`src/rtl/wphc_ram.sv`:
```
`timescale 1ns / 1ps
`default_nettype none

module wphc_ram #(
   parameter int WIDTH = 16,
   parameter int DEPTH = 256
) (
   input  wire logic                     clock,
   input  wire logic                     wr_en,
   input  wire logic [$clog2(DEPTH)-1:0] wr_addr,
   input  wire logic [WIDTH-1:0]         wr_data,
   input  wire logic [$clog2(DEPTH)-1:0] rd_addr,
   output logic      [WIDTH-1:0]         rd_data
);

   logic [WIDTH-1:0] mem_ff [DEPTH];
   logic [WIDTH-1:0] rd_data_ff;

   // one write port, registered read port
   always_ff @(posedge clock) begin
      if (wr_en) begin
         mem_ff[wr_addr] <= wr_data;
      end
      rd_data_ff <= mem_ff[rd_addr];
   end

   assign rd_data = rd_data_ff;

endmodule

`default_nettype wire

```
`config.mk`:
```
export PLATFORM = sky130hd
export DESIGN_NAME = wphc_ram
export DESIGN_NICKNAME = d
export VERILOG_FILES = /design/src/rtl/wphc_ram.sv
export SDC_FILE = /design/constraint.sdc
export NUM_CORES = 2
export LEC_CHECK = 0
export BUFFER_PORTS_ARGS = -buffer_cell sky130_fd_sc_hd__buf_4
export CAP_MARGIN = 10
export CORE_ASPECT_RATIO = 0.9
export CORE_MARGIN = 2
export CORE_UTILIZATION = 35
export DETAILED_ROUTE_END_ITERATION = 10
export GPL_TIMING_DRIVEN = 1
export PLACE_DENSITY = 0.48
export SLEW_MARGIN = 20
export SYNTH_ARGS = -nofsm -noshare
export SYNTH_HDL_FRONTEND = slang
export SYNTH_SLANG_ARGS = --single-unit
```
`constraint.sdc`:
```
create_clock -name clock -period 4.6 [get_ports clock]
set_input_delay 0.69 -clock clock [delete_from_list [all_inputs] [get_ports clock]]
set_output_delay 0.69 -clock clock [all_outputs]
set_load 0.01 [all_outputs]
```
Yosys cells after proc, flatten, opt, wreduce, memory -nomap -nowiden:

Memory sizes are Yosys's and may differ from the RTL's. A register that Yosys moved wholly into a read port is not among the register bits.
Index checks and enable logic that the tools add are counted.

* flip-flop bits (word level): 0
* bits in writable memories: 4096
* input port bits: 34
* memories: 1

Memory list
* mem_ff: depth 256, bits a word 16, rd ports 1, clocked after memory_dff 1, wr ports 1, line 16 `logic [WIDTH-1:0] mem_ff [DEPTH];`

* mux-type cells: 2

Operators with widths (count)
* 1-bit 2-to-1 mux: 2

Longest topological paths before layout:

* depth in word-level cells: 2
* depth in mapped cells: 12
* gate-level depth less buffers: 6

Worst setup path after synthesis:

Ideal clock, no wire load.

* kind: in2reg
* from: input wr_addr[3]
* to: memory mem_ff[235][0], enable pin
* setup time: 0.388 ns
* arrival time: 2.467 ns
* required time: 4.212 ns
* setup slack: 1.745 ns
* cell stages on the path: 6
* buffers on the path: 3
* cells stage by stage: clkbuf_1 nor2b_1 clkbuf_1 nand4_1 clkbuf_1 nor2_1

RTL lines
* start: declaration: line 10 `input wire logic [$clog2(DEPTH)-1:0] wr_addr,`
* end: declaration: line 16

Straight into the memory's write port.

==> out/qor.txt <==
================================================================================
Path category of the worst min-delay check                          input port to register
Number of clock sinks seen by CTS                                           4112
Leakage Power                                                          0.0584 uW
Leading cell types in the layout, fill and taps excluded            4096 x sky130_fd_sc_hd__edfxtp_1, 797 x sky130_fd_sc_hd__mux4_2, 637 x sky130_fd_sc_hd__buf_4
Number of flip-flops and latches in the synthesized netlist                 4112
Inserted Clock Buffers                                                       424
Maxcap violations                                                              0
Area post-placement                                                   171000 um2
Worst Hold Margin                                                         118 ps
GRT overflow                                                                   0
Min cycle time layout                                                    3720 ps
Clock tree from TritonCTS                                                   done
Area taken by multi-input logic gates                                  33200 um2
Vias in the first global route                                             79155
Netlist area before placement                                         159000 um2
Power per Cell Area                                                   432 nW/um2
Share of the yosys chip area belonging to registers                        0.777
Vias/cell                                                                   5.53
Endpoint kind of the worst setup timing path                            register
Slew HR                                                                    0.202
Post-Route Skew                                                          61.5 ps
Final count of pins violating max slew                                         0
Dominant register cell in the synthesized netlist                   sky130_fd_sc_hd__edfxtp_1
Tot Pwr                                                                 79700 uW
EDFF count, synth                                                           4096
Number of ports placed on the die boundary                                    50
Maximum vdd ir drop                                                     0.332 mV
Clk root buf                                                        sky130_fd_sc_hd__clkbuf_16
Layout cells sized above 1                                                 0.283
Detailed-routing iteration count for the pre-antenna-repair pass               6
CTS Hold Bufs                                                                  0
Reg clk slew, reported paths                                               60 ps
Final weighted congestion in routability-driven placement                  0.849
Resized cells post-CTS                                                         0
Mean post-synth cell area                                               21.6 um2
Combined global-route utilization of all metal layers                      0.202
Outcome                                                             complete, no violations
RSZ-0062 raised after global routing                                       false
Number of endpoints with negative hold slack in the final report               0
Simple-gate area share of the yosys netlist                               0.0157
Maximum number of pins on one net before global-route repair                 144
Most common library cell in the layout ignoring fill and taps       sky130_fd_sc_hd__edfxtp_1
Multiplexer share of the synthesized area                                  0.155
Core occupancy in the finished layout                                      0.409
Initial core utilization                                                   0.352
Timing-limited maximum frequency                                       0.269 GHz
Detailed router's first-iteration violation count                           9594
Startpoint type of the worst setup path                               input port
Number of nets still failing antenna checks after routing                      0
Global-route wire length before repair                                 655000 um
Number of instances in the synthesized netlist                              7360
DRC violations left                                                            0
Insertion delay to the later sink of the worst-skew pair                 1020 ps
Count of buffers added by post-CTS timing repair for setup                     0
Standard-cell row count                                                      234
Placeable core region                                                 451000 um2
Half-perimeter wire length of the detailed placement result            294000 um
Area share of fa/ha/maj cells after synthesis                                  0
Worst Path Class, Setup                                             input port to register
Yosys synthesis warning count                                                  0
Slew at the pin closest to its max-slew limit                            1190 ps
Detailed-route wire length                                             475000 um
Count of buffers inserted at the top-level ports                              49
Number of filler cells placed in the layout                                39674
Area fraction in compound gates after synthesis                           0.0354
Fraction of synthesized cell area in xor and xnor cells                        0
Max H-tree Level                                                               5
Growth of design area from synthesis to finish                             16.3%
Reg area                                                              123000 um2
Worst setup slack for register-to-register paths                         1240 ps
Die Area                                                              459000 um2
Die H                                                                     643 um
Die width                                                                 714 um
Share of async-settable or async-resettable flops after synthesis              0
Arrival @ worst endpoint                                                 4580 ps
Nets@finish                                                                 8113
Post-route fraction of the period consumed by the critical path            0.808
Post-layout instance area                                             185000 um2
Critical path fanouts, max                                                    33
Mapped Nets                                                                 7394
Post-DR wirelength/cell                                                  32.8 um
Endpoints failing setup                                                        0
Initial antenna violation count                                               37
Via total after detailed routing                                           79974
Count of different cell masters after synthesis                               52
Maximum buffer depth of the clock tree                                         4
Required time at the endpoint of the critical path                       5460 ps
Combinational family with the most area after synthesis             multiplexers
================================================================================
sequential cells by signal, indices dropped and copies added (netlist names):
signal	count
rd_data	16
mem_ff	4096
path summary, 6_finish.rpt:
check | start | endpoint | depth (start not counted)
worst max-delay path | rd_addr[0] | rd_data[2] | 9
worst min-delay path | wr_data[6] | mem_ff[182][6] | 1
worst max register to register | mem_ff[3][2] | rd_data[2] | 7
worst min register to register | mem_ff[208][11] | rd_data[11] | 6
per-stage QoR:
step | TNS (ps) | setup slack (ps) | cells
after floorplan | 0 | 1750 | 7360
after global placement | -665 | -526 | 13667
after detailed placement | -100 | -100 | 13670
after CTS | 0 | 994 | 14453
after global routing | 0 | 917 | 14456
final | 0 | 883 | 14460
logic make-up after synthesis:
logic type             Yosys count
AND/OR/NAND/NOR                556
flip-flops                    4112
multiplexers                  1450
buffers and inverters          456
AO/OA/AOI/OAI                  786
final cells by class:
cell class	count	area share
Multi-Input combinational cell	2792	0.180
Tap cell	6018	0.0408
Clock inverter	247	0.0132
Timing Repair Buffer	745	0.0371
Antenna cell	6	0.0000813
Sequential cell	4112	0.668
Inverter	4	0.000149
Clock buffer	536	0.0608
synthesized netlist by cell type, types with 2 or more instances:
library cell / count / area [um2]
sky130_fd_sc_hd__a211oi_1: 18 / 135
sky130_fd_sc_hd__buf_12: 5 / 100
sky130_fd_sc_hd__a2111oi_0: 6 / 52.6
sky130_fd_sc_hd__buf_2: 76 / 380
sky130_fd_sc_hd__nor4_1: 17 / 106
sky130_fd_sc_hd__nand2_1: 38 / 143
sky130_fd_sc_hd__a22o_1: 32 / 280
sky130_fd_sc_hd__buf_1: 27 / 101
sky130_fd_sc_hd__nor2_1: 304 / 1140
sky130_fd_sc_hd__clkbuf_1: 230 / 863
sky130_fd_sc_hd__nor4bb_1: 2 / 20.0
sky130_fd_sc_hd__edfxtp_1: 4096 / 123000
sky130_fd_sc_hd__dfxtp_1: 16 / 320
sky130_fd_sc_hd__a21oi_1: 175 / 876
sky130_fd_sc_hd__and3_1: 11 / 68.8
sky130_fd_sc_hd__buf_4: 26 / 195
sky130_fd_sc_hd__nand4_1: 26 / 163
sky130_fd_sc_hd__a21o_1: 2 / 15.0
sky130_fd_sc_hd__o221ai_1: 252 / 2210
sky130_fd_sc_hd__nor2b_1: 9 / 56.3
sky130_fd_sc_hd__o22ai_1: 148 / 926
sky130_fd_sc_hd__a31oi_1: 6 / 37.5
sky130_fd_sc_hd__mux4_2: 797 / 17900
sky130_fd_sc_hd__inv_1: 3 / 11.3
sky130_fd_sc_hd__nor3_1: 92 / 460
sky130_fd_sc_hd__nand3_1: 35 / 175
sky130_fd_sc_hd__mux2_2: 88 / 991
sky130_fd_sc_hd__or3_1: 2 / 12.5
sky130_fd_sc_hd__or2_2: 4 / 25.0
sky130_fd_sc_hd__mux2i_1: 565 / 5660
sky130_fd_sc_hd__buf_6: 77 / 867
sky130_fd_sc_hd__o32ai_1: 20 / 175
sky130_fd_sc_hd__o21ai_0: 37 / 185
sky130_fd_sc_hd__a22oi_1: 43 / 323
sky130_fd_sc_hd__nand2b_1: 3 / 18.8
sky130_fd_sc_hd__and4_1: 2 / 17.5
sky130_fd_sc_hd__o31ai_1: 16 / 120
sky130_fd_sc_hd__a221oi_1: 28 / 245
sky130_fd_sc_hd__buf_8: 11 / 165
sky130_fd_sc_hd__nand4b_1: 3 / 26.3
where the power goes:
| group | switching [uW] | internal, uW | leakage [uW] |
|---|---|---|---|
| registers | 83.5 | 41300 | 0.0369 |
| logic | 2790 | 1470 | 0.0148 |
| clock network | 14700 | 19400 | 0.00664 |
| total | 17500 | 62100 | 0.0584 |
per-layer routing:
metal / GRT usage / vias up / wire [um]
li1: - / 32807 / -
met1: 0.295 / 43636 / 209000
met2: 0.320 / 2949 / 222000
met3: 0.0324 / 576 / 32100
met4: 0.0460 / 6 / 11300
met5: 0 / - / 35
critical path, stage by stage:
cell and delay [ps]:
sky130_fd_sc_hd__buf_16 290, sky130_fd_sc_hd__buf_4 290, sky130_fd_sc_hd__buf_4 350, sky130_fd_sc_hd__mux4_2 550, sky130_fd_sc_hd__mux4_2 530, sky130_fd_sc_hd__a22o_1 490, sky130_fd_sc_hd__o32ai_1 990, sky130_fd_sc_hd__buf_4 240
sky130_fd_sc_hd__nor4_1 50
No activity file was read; power rests on OpenSTA's default activity.
